$ cat src/rtl/aag_ram.sv
module aag_ram #(
    parameter int WIDTH = 8,
    parameter int DEPTH = 2
) (
    input  logic                                   clk,
    input  logic                                   we,
    input  logic [((DEPTH > 1) ? $clog2(DEPTH) : 1)-1:0] waddr,
    input  logic [WIDTH-1:0]                       wdata,
    input  logic [((DEPTH > 1) ? $clog2(DEPTH) : 1)-1:0] raddr,
    output logic [WIDTH-1:0]                       rdata
);
    logic [WIDTH-1:0] mem [DEPTH];

    always_ff @(posedge clk)
    begin
        if (we)
        begin
            mem[waddr] <= wdata;
        end
        rdata <= mem[raddr];
    end
endmodule

$ cat config.mk
export PLATFORM = sky130hd
export DESIGN_NAME = aag_ram
export DESIGN_NICKNAME = d
export VERILOG_FILES = /design/src/rtl/aag_ram.sv
export SDC_FILE = /design/constraint.sdc
export NUM_CORES = 1
export LEC_CHECK = 0
export ABC_AREA = 1
export BUFFER_PORTS_ARGS = -buffer_cell sky130_fd_sc_hd__buf_4
export CAP_MARGIN = 5
export CORE_MARGIN = 2
export CORE_UTILIZATION = 48
export DETAILED_ROUTE_END_ITERATION = 7
export GPL_TIMING_DRIVEN = 0
export PLACE_DENSITY = 0.7
export SYNTH_ARGS = -nofsm -noshare
export SYNTH_HDL_FRONTEND = slang
export SYNTH_SLANG_ARGS = --single-unit
$ cat constraint.sdc
create_clock -name clk -period 1.2 [get_ports clk]
set_clock_uncertainty 0.1 [all_clocks]
set_input_delay 0.24 -clock clk [delete_from_list [all_inputs] [get_ports clk]]
set_output_delay 0.24 -clock clk [all_outputs]
set_load 0.02 [all_outputs]
==> results.cfg <==
[run_status]
status = finished clean

[floorplan]
dieArea_sq_um = 1919
die_w_um = 43.81
io_pins = 20
row_count = 14
start_util_pct = 51.09
core-area_sq_um = 1489
die_h_um = 43.81

[clocking]
cts_resized = 0
cts-htree-levels = 1
clock_sinks = 24
post-cts-setup-buffers = 0
clk_latency_ns = 0.30
clockBufferDepth = 2
cts_hold_buf = 0
cts-root-buf = clkbuf_4
clk_transition_reported_paths_ns = 0.12
cts_buffers = 3
cts_tree = yes

[timing]
rsz0062_at_grt = false
hold_violations = 0
maxSlewHeadroom_pct = 57.27
setup_viol = 0
max_freq_mhz = 890.1
timing.hold.ws_ns = 0.01293
finalCriticalPeriod_ns = 1.123
tightestPinTransition_ns = 0.6386
finalCritPeriodShare_pct = 93.62
drv_slew = 0

[synthesis]
synth.distinct_cells = 7
synth-seq-cells = 24
synth_nets = 66
syn_area_sq_um = 760.7
yosys_warnings = 0
yosysSeqAreaShare_pct = 84.21
synth.avg_cell_area_sq_um = 14.09
synth_cells = 54

[grt]
grt_pass1_vias = 370
overflow = 0
grtUsageTotal_pct = 10.87
grt_max_degree = 14
grt_pass1_wl_mm = 1.380
antenna_found_initial = 0

[setup_path]
r2r-start = mem[1][3]
cp_cell_sequence = buf_4
path_depth = 1
cp_max_fo = 1
timing.critical_path.buf_inv = 1
start_kind = flop
arrival_ns = 0.78
worstRegToRegCells = 2
crit_family = flip-flops
cpMaxStageDelayCell = dfxtp_1
worstSetupPathType = reg -> out
cp-startpoint = rdata[3]
crit_required_ns = 0.86
end_kind = primary output
slowest_delay_ns = 0.34

[power]
power_w = 0.001455
power_density_nw_per_um2 = 1451
p_leak_nw = 0.4432
irDropWorstVdd_mv = 0.8331

[place]
portBuffers = 18
placed_cell_area_sq_um = 915.9
globalplace.congestion = 0.6640

[cells_and_area]
postLayoutCellArea_sq_um = 1002
layout_common_cells = nand2_1 (25), buf_4 (18), edfxtp_1 (16), dfxtp_1 (8), dlygate4sd3_1 (6)
final_common_cell = nand2_1
insertedDiodeCount = 0
synthToLayoutAreaGrowth_pct = 31.74
fin_nets = 95
layout-drive-gt1-share_pct = 28.05
postLayoutCoreUtil_pct = 67.31

[route]
post_drt_wl_per_cell_um = 10.57
vias = 453
drt_iter0_drc = 12
drt_pre_antenna_iters = 2
route.detailed.drc = 0
wl_mm = 1.036
final_antenna_net_count = 0
via_per_inst = 4.622

[min_path]
hp-class = in -> reg
min_from = wdata[1]
holdPathStages = 1

[flow_run]
cap_violations = 0
-- registers in the layout, summed over array words and instances, names as in the netlist --
signal / cells
mem: 16
rdata: 8
-- final cells by class --
class	instances	area, sq um
clock buffer	3	22.52
inverter	3	11.26
sequential	24	640.6
timing repair buffer	24	195.2
tap	16	20.02
fill	100	486.7
multi-input combinational	26	97.59
clock inverter	1	3.754
buffer	1	11.26
-- power by group --
part / internal [W] / switching, W / leakage [nW]
combinational: 0.0000773 / 0.0000809 / 0.210
sequential: 0.000946 / 0.0000144 / 0.218
clock: 0.000121 / 0.000215 / 0.0154
total: 0.00114 / 0.000310 / 0.443
-- cell families after synthesis --
| logic type | after synthesis | synth area share [%] |
|---|---|---|
| DFF | 24 | 84.21 |
| and+or+nand+nor | 26 | 12.83 |
| buffers and inverters | 4 | 2.960 |
-- path summary, 6_finish.rpt --
check | slack [ns] | end
setup / recovery | 0.08 | rdata[3]
hold / removal | 0.01 | mem[0][1]
setup reg to reg | 0.49 | rdata[3]
hold reg to reg | 0.35 | rdata[1]
-- worst reg2reg max path, delay by kind of cell (launching register included) --
kind	cells	cell delay, ns
flip-flops	1	0.39
AND/OR/NAND/NOR	2	0.13
-- cell usage after synthesis --
cell type / number / area (sq um)
nor2_1: 1 / 3.750
nand2_1: 25 / 93.84
buf_6: 1 / 11.26
edfxtp_1: 16 / 480.5
dfxtp_1: 8 / 160.2
inv_2: 1 / 3.750
inv_1: 2 / 7.510
-- layer usage --
metal	wire length (um)	global-route usage, %
met5	0	0
met4	19	7.273
met2	580	20.00
met3	48	3.750
met1	388	9.659
-- per-stage QoR --
stage               cells  TNS [ns]  worst slack, ns
floorplan              54         0           0.1001
global placement       88    -1.354          -0.1694
detailed placement     88    -1.243          -0.1556
CTS                    92         0          0.06928
global route           98         0          0.04282
finish                 98         0          0.07653
(Power assumes the default switching activity.)
