**src/rtl/aag_pkg.sv**
```systemverilog
package aag_pkg;

    localparam int RULE_W   = 32;
    localparam int KEY_W    = 64;
    localparam int PID_W    = 32;
    localparam int TIME_W   = 48;
    localparam int CAP_W    = 16;
    localparam int DSEC_W   = 12;
    localparam int REASON_W = 3;
    localparam int CMP_W    = 128;
    localparam int WIN_W    = 22;
    localparam int PADDR_W  = 4;
    localparam int PDATA_W  = 32;
    localparam int MS_PER_S = 1000;

    localparam int DEF_TENANT_SLOTS   = 32;
    localparam int DEF_ENDPOINT_SLOTS = 64;
    localparam int DEF_DEDUP_SLOTS    = 32;
    localparam int DEF_ROLL_MS        = 60000;

    localparam logic [CAP_W-1:0]  RST_GLOBAL_CAP   = 16'd0;
    localparam logic [CAP_W-1:0]  RST_TENANT_CAP   = 16'd60;
    localparam logic [CAP_W-1:0]  RST_ENDPOINT_CAP = 16'd0;
    localparam logic [DSEC_W-1:0] RST_DEDUP_SECS   = 12'd10;

    typedef enum logic [1:0] {
        REG_GLOBAL_CAP   = 2'd0,
        REG_TENANT_CAP   = 2'd1,
        REG_ENDPOINT_CAP = 2'd2,
        REG_DEDUP_SECS   = 2'd3
    } reg_idx_t;

    localparam logic [REASON_W-1:0] RSN_NONE     = 3'd0;
    localparam logic [REASON_W-1:0] RSN_GLOBAL   = 3'd1;
    localparam logic [REASON_W-1:0] RSN_TENANT   = 3'd2;
    localparam logic [REASON_W-1:0] RSN_ENDPOINT = 3'd3;
    localparam logic [REASON_W-1:0] RSN_DUP      = 3'd4;

    typedef struct packed {
        logic key_eq;
        logic start_zero;
        logic now_lt;
        logic span_ge;
    } match_t;

endpackage

```
**src/rtl/aag_match_unit.sv**
```systemverilog
module aag_match_unit (
    input  logic [aag_pkg::CMP_W-1:0]  key_a,
    input  logic [aag_pkg::CMP_W-1:0]  key_b,
    input  logic [aag_pkg::TIME_W-1:0] now,
    input  logic [aag_pkg::TIME_W-1:0] start,
    input  logic [aag_pkg::WIN_W-1:0]  win,
    output aag_pkg::match_t            res
);
    import aag_pkg::*;

    logic [TIME_W-1:0] span;

    // span only matters when now is not below start
    assign span           = now - start;
    assign res.key_eq     = (key_a == key_b);
    assign res.start_zero = (start == '0);
    assign res.now_lt     = (now < start);
    assign res.span_ge    = (span >= {{(TIME_W - WIN_W){1'b0}}, win});
endmodule

```
**config.mk**
```make
export PLATFORM = sky130hd
export DESIGN_NAME = aag_match_unit
export DESIGN_NICKNAME = d
export VERILOG_FILES = /design/src/rtl/aag_pkg.sv /design/src/rtl/aag_match_unit.sv
export SDC_FILE = /design/constraint.sdc
export NUM_CORES = 1
export LEC_CHECK = 0
export ABC_AREA = 1
export BUFFER_PORTS_ARGS = -buffer_cell sky130_fd_sc_hd__buf_2
export CAP_MARGIN = 20
export CORE_AREA = 2 2 147 149
export DETAILED_ROUTE_END_ITERATION = 12
export DIE_AREA = 0 0 149 151
export SETUP_SLACK_MARGIN = 0.4
export SYNTH_ARGS = -nofsm -noshare
export SYNTH_HDL_FRONTEND = slang
export SYNTH_SLANG_ARGS = --single-unit
```
**constraint.sdc**
```tcl
create_clock -name vclk -period 4.5
set_clock_uncertainty 0.15 [all_clocks]
set_input_delay 0.675 -clock vclk [all_inputs]
set_output_delay 0.675 -clock vclk [all_outputs]
set_load 0.05 [all_outputs]
```
==> impl_metrics.py, run 1 <==
metrics = {
    "setup_path": {
        "worst_endpoint_required_time_ns": 3.67,
        "cp.buffers_inverters": 5,
        "timing.setup.critical_path_class": "in2out",
        "critical_path_peak_fanout": 3,
        "cp_data_arrival_time_ns": 3.47,
        "slowest_stage_cell_cp": "sky130_fd_sc_hd__fa_2",
        "crit_path_end_kind": "output pin",
        "timing.critical_path.slowest_cell_delay_ns": 0.34,
        "critical_path_depth": 27,
        "worst_setup_path_start_kind": "input port",
        "cp_most_frequent_cell": "sky130_fd_sc_hd__nand2_1",
        "path_delay_family": "simple AND/OR/NAND/NOR gates",
    },
    "pwr": {
        "p_leak_uw": 0.00542,
        "net-switching-power_uw": 623,
        "seqPwrFrac_pct": 0,
        "power.density_mw_per_mm2": 119,
        "vdd_ir_drop_max_uv": 47.3,
        "share_clk_of_total_power_pct": 0,
        "power.combinational.fraction_pct": 100.0,
        "internal-power_uw": 488,
        "netSwitchingFraction_pct": 56.1,
    },
    "routing": {
        "route.vias.total": 9244,
        "wirelength_um": 32200,
        "ant_nets": 0,
        "initial_drc_count": 518,
        "viasPerCell": 4.81,
        "drt_first_pass_iters": 5,
        "residual_drc": 0,
        "detail_route.wl_per_cell_um": 16.8,
    },
    "sta": {
        "pin_slew_with_the_least_headroom_to_its_limit_ns": 0.630,
        "drv_slew": 0,
        "slew-limit-headroom_pct": 57.6,
        "final.setup.tns_ns": 0,
        "rsz0062_at_grt": "yes",
        "achievable-frequency_mhz": 233,
        "report.final.hold_viol_count": 0,
        "post-route-period-util_pct": 95.4,
        "setup_viol_count_final": 0,
        "final_period_minus_worst_setup_slack_ns": 4.29,
    },
    "floorplan": {
        "start_util_pct": 31.3,
        "floorplan.die.height_um": 151,
        "io_pins": 378,
        "fp.dieW_um": 149,
        "die_area_sq_mm": 0.0225,
        "floorplan.rows": 53,
        "placeableCoreArea_sq_mm": 0.0208,
    },
    "synth": {
        "synth_cell_types": 40,
        "synthTopCellsByArea": "sky130_fd_sc_hd__nand2_1 21%, sky130_fd_sc_hd__inv_1 15%, sky130_fd_sc_hd__ha_1 13%, sky130_fd_sc_hd__xnor2_1 10%, sky130_fd_sc_hd__nor2_1 5.8%",
        "synth_fp_nets": 1675,
        "yosysMostFrequentCell": "sky130_fd_sc_hd__nand2_1",
        "postSynthAreaPerCell_sq_um": 5.30,
        "ys_warn_count": 0,
        "synth.top_cell.area_share_pct": 21.0,
        "syn-instance-count": 1230,
        "synth.top_cells.by_count": "364 x sky130_fd_sc_hd__nand2_1, 255 x sky130_fd_sc_hd__inv_1, 101 x sky130_fd_sc_hd__nor2_1",
        "syn-cell-area_sq_mm": 0.00652,
        "synth_area_leader": "sky130_fd_sc_hd__nand2_1",
        "yosysSeqAreaShare_pct": 0,
    },
    "layout": {
        "syn_to_final_growth_pct": 43.7,
        "post_layout_nonfiller_instances": 1921,
        "area.sequential_sq_um": 0,
        "finish.net_count": 2083,
        "sequential_cell_total": 0,
        "n_clock_buffer": 0,
        "layout.filler_cells": 2313,
        "fraction_of_layout_instances_using_a_drive_strength_above_1_pct": 32.3,
    },
    "global_routing": {
        "globalRouteTotalUtil_pct": 27.0,
        "via_count_of_the_first_global_routing_pass": 8648,
        "grt_max_degree": 8,
        "wire_length_of_the_first_global_routing_pass_um": 46700,
        "grt-ovfl-total": 0,
        "number_of_antenna_violations_at_the_first_check_in_global_routing": 16,
    },
    "cts": {
        "postCtsHoldBufs": 0,
    },
    "placed_design": {
        "io_buffers": 378,
        "place.detailed.hpwl_um": 29800,
        "gp_congestion": 0.981,
        "place_inst": 1903,
    },
    "run": {
        "cap_viol_max_count": 0,
    },
    "worst_hold_path": {
        "worst_hold_path_type": "in2out",
        "hold_depth": 5,
    },
    "status": {
        "run_status": "completed",
    },
}
[final timing paths]
kind,start,end
max,now[0],res[0]
min,start[47],res[2]
[metrics by stage]
step / hold WS [ns] / instance area, sq um / power (uW) / util [%] / setup slack, ns
detailed placement: 1.64 / 8910 / 1020 / 42.8 / -0.0803
global route: 1.67 / 9360 / 1230 / 44.9 / 0.0252
finish: 1.63 / 9370 / 1110 / 45.0 / 0.205
CTS: 1.64 / 8990 / 1040 / 43.2 / 0.116
floorplan: 1.47 / 6530 / 624 / - / 0.446
global placement: 1.64 / 8910 / 1020 / 42.8 / -0.0540
[layer usage]
layer	track usage [%]	up-vias	part of all wire, %
li1	-	4694	-
met1	33.7	4155	42
met2	49.6	341	49
met3	3.83	44	6.6
met4	4.90	10	1.8
met5	0	-	0.22
[power by group through the flow]
stage	Clock (uW)	Sequential, uW	Combinational, uW
finish	0.000299	0	1110
global route	0.000149	0	1230
CTS	0	0	1040
detailed placement	0	0	1020
global placement	0	0	1020
floorplan	0	0	624
[layout make-up]
class                           instances  area [sq um]  area share (%)
Antenna cell                           10          25.0           0.267
Inverter                              264           996            10.6
Multi-Input combinational cell        966          5880            62.8
Tap cell                              275           344            3.67
Timing Repair Buffer                  406          2120            22.6
[cells by family after synthesis]
logic type,count (synthesis),share of synthesized area [%]
buffers and inverters,264,15.2
AO/OA/AOI/OAI,107,9.88
XOR/XNOR,114,15.3
adder cells (fa/ha/maj),71,13.7
AND/OR/NAND/NOR,674,45.9
[layout by cell type, fill, tap and decap left out, types with 3 or more instances in the layout]
master                      netlist  routed
sky130_fd_sc_hd__buf_2            0     376
sky130_fd_sc_hd__nand2_1        364     351
sky130_fd_sc_hd__inv_1          255     250
sky130_fd_sc_hd__nor2_1         101      98
sky130_fd_sc_hd__xnor2_1         75      75
sky130_fd_sc_hd__ha_1            70      55
sky130_fd_sc_hd__nand3_1         57      52
sky130_fd_sc_hd__a21oi_1         53      48
sky130_fd_sc_hd__nand4_1         40      40
sky130_fd_sc_hd__xor2_1          39      35
sky130_fd_sc_hd__nand2_2         15      27
sky130_fd_sc_hd__buf_4            0      27
sky130_fd_sc_hd__or2_2           24      24
sky130_fd_sc_hd__nor4_1          19      19
sky130_fd_sc_hd__nor3_1          18      18
sky130_fd_sc_hd__o21ai_0         19      17
sky130_fd_sc_hd__nor2_2          17      17
sky130_fd_sc_hd__ha_4             0      15
sky130_fd_sc_hd__diode_2          0      10
sky130_fd_sc_hd__inv_2            7      10
sky130_fd_sc_hd__nand3b_1         9       9
sky130_fd_sc_hd__o2111ai_1        8       8
sky130_fd_sc_hd__o21bai_1         8       8
sky130_fd_sc_hd__a21oi_2          2       7
sky130_fd_sc_hd__nor2_4           2       5
sky130_fd_sc_hd__nand3_2          0       4
sky130_fd_sc_hd__xor2_2           0       4
sky130_fd_sc_hd__o21ai_1          1       3
[timing repair]
item                       CTS  global route
setup endpoints to repair    1             1
gates resized for setup     19            57
buffers inserted             2             6
pin swaps                   14            18
gates cloned                 0             0
Power figures use the tool's default switching activity.
==> run 2: changes to the inputs <==
Settings changed: SETUP_SLACK_MARGIN 0.4 to 0.02.
==> run 2 against run 1 <==
Effect of this change:
- critical path depth stayed put
- first-iteration DRC count decreased by 14%
- non-clock buffer count decreased by 7
- sequential cell count did not move
- final area is 3.4% lower
- worst setup slack lost 0.14 ns
==> impl_metrics.py, run 2 (synthesis gave the netlist of run 1 again) <==
metrics = {
    "routing": {
        "viasPerCell": 4.69,
        "route.vias.total": 8964,
        "residual_drc": 0,
        "detail_route.wl_per_cell_um": 16.2,
        "drt_first_pass_iters": 5,
        "wirelength_um": 30900,
        "initial_drc_count": 448,
        "ant_nets": 0,
    },
    "floorplan": {
        "floorplan.rows": 53,
        "placeableCoreArea_sq_mm": 0.0208,
        "fp.dieW_um": 149,
        "io_pins": 378,
        "start_util_pct": 31.3,
        "floorplan.die.height_um": 151,
        "die_area_sq_mm": 0.0225,
    },
    "layout": {
        "area.sequential_sq_um": 0,
        "multi_input_area_sq_mm": 0.00562,
        "n_clock_buffer": 0,
        "layout.cells.most_common": "sky130_fd_sc_hd__buf_2",
        "finish.net_count": 2076,
        "sequential_cell_total": 0,
        "commonest_cells_after_routing_fill_and_taps_aside": "376 x sky130_fd_sc_hd__buf_2, 359 x sky130_fd_sc_hd__nand2_1, 253 x sky130_fd_sc_hd__inv_1",
        "finish.utilization_pct": 43.5,
        "syn_to_final_growth_pct": 38.7,
        "fraction_of_layout_instances_using_a_drive_strength_above_1_pct": 30.1,
        "layout.filler_cells": 2379,
    },
    "global_routing": {
        "groute.layer.met3.usage_pct": 5.09,
        "grt_max_degree": 8,
        "number_of_antenna_violations_at_the_first_check_in_global_routing": 17,
        "globalRouteMet2Util_pct": 47.9,
        "via_count_of_the_first_global_routing_pass": 8602,
        "wire_length_of_the_first_global_routing_pass_um": 45300,
        "busiest_layer": "met2",
        "globalRouteTotalUtil_pct": 26.2,
        "grt-ovfl-total": 0,
        "gr-usage-met1_pct": 31.8,
    },
    "sta": {
        "report.final.hold_viol_count": 0,
        "pin_slew_with_the_least_headroom_to_its_limit_ns": 0.576,
        "final_period_minus_worst_setup_slack_ns": 4.44,
        "rsz0062_at_grt": "yes",
        "drv_slew": 0,
        "fin_worst_hold_slack_ns": 1.65,
        "slew-limit-headroom_pct": 61.3,
        "post-route-period-util_pct": 98.7,
        "setup_viol_count_final": 0,
        "final.setup.tns_ns": 0,
        "achievable-frequency_mhz": 225,
    },
    "status": {
        "run_status": "completed",
    },
    "placed_design": {
        "io_buffers": 378,
        "place.detailed.hpwl_um": 28900,
        "gp_congestion": 0.948,
    },
    "setup_path": {
        "crit_path_end_kind": "output pin",
        "worst_setup_path_start_kind": "input port",
        "worst_endpoint_required_time_ns": 3.67,
        "cp_data_arrival_time_ns": 3.61,
        "timing.setup.critical_path_class": "in2out",
        "critical_path_peak_fanout": 4,
    },
    "worst_hold_path": {
        "worst_hold_path_type": "in2out",
    },
    "pwr": {
        "p_leak_uw": 0.00536,
        "power.density_mw_per_mm2": 116,
        "vdd_ir_drop_max_uv": 43.2,
    },
    "cts": {
        "postCtsHoldBufs": 0,
    },
    "run": {
        "cap_viol_max_count": 0,
    },
}
-- run 2: changes by cell type in the layout (fill, tap and decap cells not counted), sizes merged --
cell	change
diode	-1
buf	-7
-- run 2: repair_timing --
action	4_1_cts	5_1_grt
pin swaps	0	17
buffers inserted	0	2
resized for setup	4	24
endpoints found under the setup margin	1	1
-- run 2: path summary, 6_finish.rpt --
check	end	start	depth (start not counted)	slack (ns)
setup / recovery	res[0]	now[0]	27	0.06
hold / removal	res[2]	start[44]	5	1.65
-- run 2: stage by stage --
| stage | std cells | cell area, sq um | worst slack (ns) | power [uW] |
|---|---|---|---|---|
| 4_1_cts | 1902 | 8910 | 0.0329 | 1030 |
| 6_report | 1913 | 9050 | 0.0602 | 1050 |
| 5_1_grt | 1909 | 9040 | -0.0859 | 1180 |
| 3_3_place_gp | 1902 | 8900 | -0.0217 | 1010 |
| 2_1_floorplan | 1230 | 6520 | 0.336 | 624 |
| 3_5_place_dp | 1902 | 8900 | -0.0416 | 1020 |
-- run 2: critical path: stages --
cell and delay [ns]:
sky130_fd_sc_hd__buf_6 0.09, sky130_fd_sc_hd__inv_2 0.05, sky130_fd_sc_hd__ha_4 0.12, sky130_fd_sc_hd__inv_4 0.03
sky130_fd_sc_hd__fa_2 0.39, sky130_fd_sc_hd__nand2_2 0.08, sky130_fd_sc_hd__nand2_2 0.06, sky130_fd_sc_hd__nand3b_1 0.09
sky130_fd_sc_hd__nand2_2 0.11, sky130_fd_sc_hd__buf_6 0.14, sky130_fd_sc_hd__xor2_2 0.13, sky130_fd_sc_hd__ha_1 0.30
sky130_fd_sc_hd__nand2_2 0.08, sky130_fd_sc_hd__nor2_2 0.03, sky130_fd_sc_hd__nor3_1 0.16, sky130_fd_sc_hd__nand2_1 0.09
sky130_fd_sc_hd__nand2_1 0.06, sky130_fd_sc_hd__nand2_1 0.06, sky130_fd_sc_hd__nand2_1 0.06, sky130_fd_sc_hd__nand2_1 0.06
sky130_fd_sc_hd__nand2_1 0.08, sky130_fd_sc_hd__nand2_1 0.06, sky130_fd_sc_hd__nor2_2 0.10, sky130_fd_sc_hd__nand3_1 0.07
sky130_fd_sc_hd__nor2_1 0.12, sky130_fd_sc_hd__nand3_1 0.13, sky130_fd_sc_hd__buf_6 0.18
-- run 2: area by class of cell --
type / count / area share, %
diodes: 9 / 0.249
repair buffers: 399 / 22.8
well taps: 275 / 3.80
inverters: 264 / 11.0
multi-input cells: 966 / 62.1
-- run 2: layer usage --
layer	vias up	wire length, um
met5	-	73
met4	12	682
met3	47	2090
met2	264	15200
met1	3966	12900
li1	4675	-
-- run 2: power breakdown --
| group | switching (uW) | total [uW] | internal (uW) | leakage [uW] |
|---|---|---|---|---|
| registers | 0 | 0 | 0 | 0 |
| logic | 596 | 1050 | 457 | 0.00536 |
| clock network | 0 | 0.000268 | 0.000268 | 0.0000000570 |
| total | 596 | 1050 | 457 | 0.00536 |
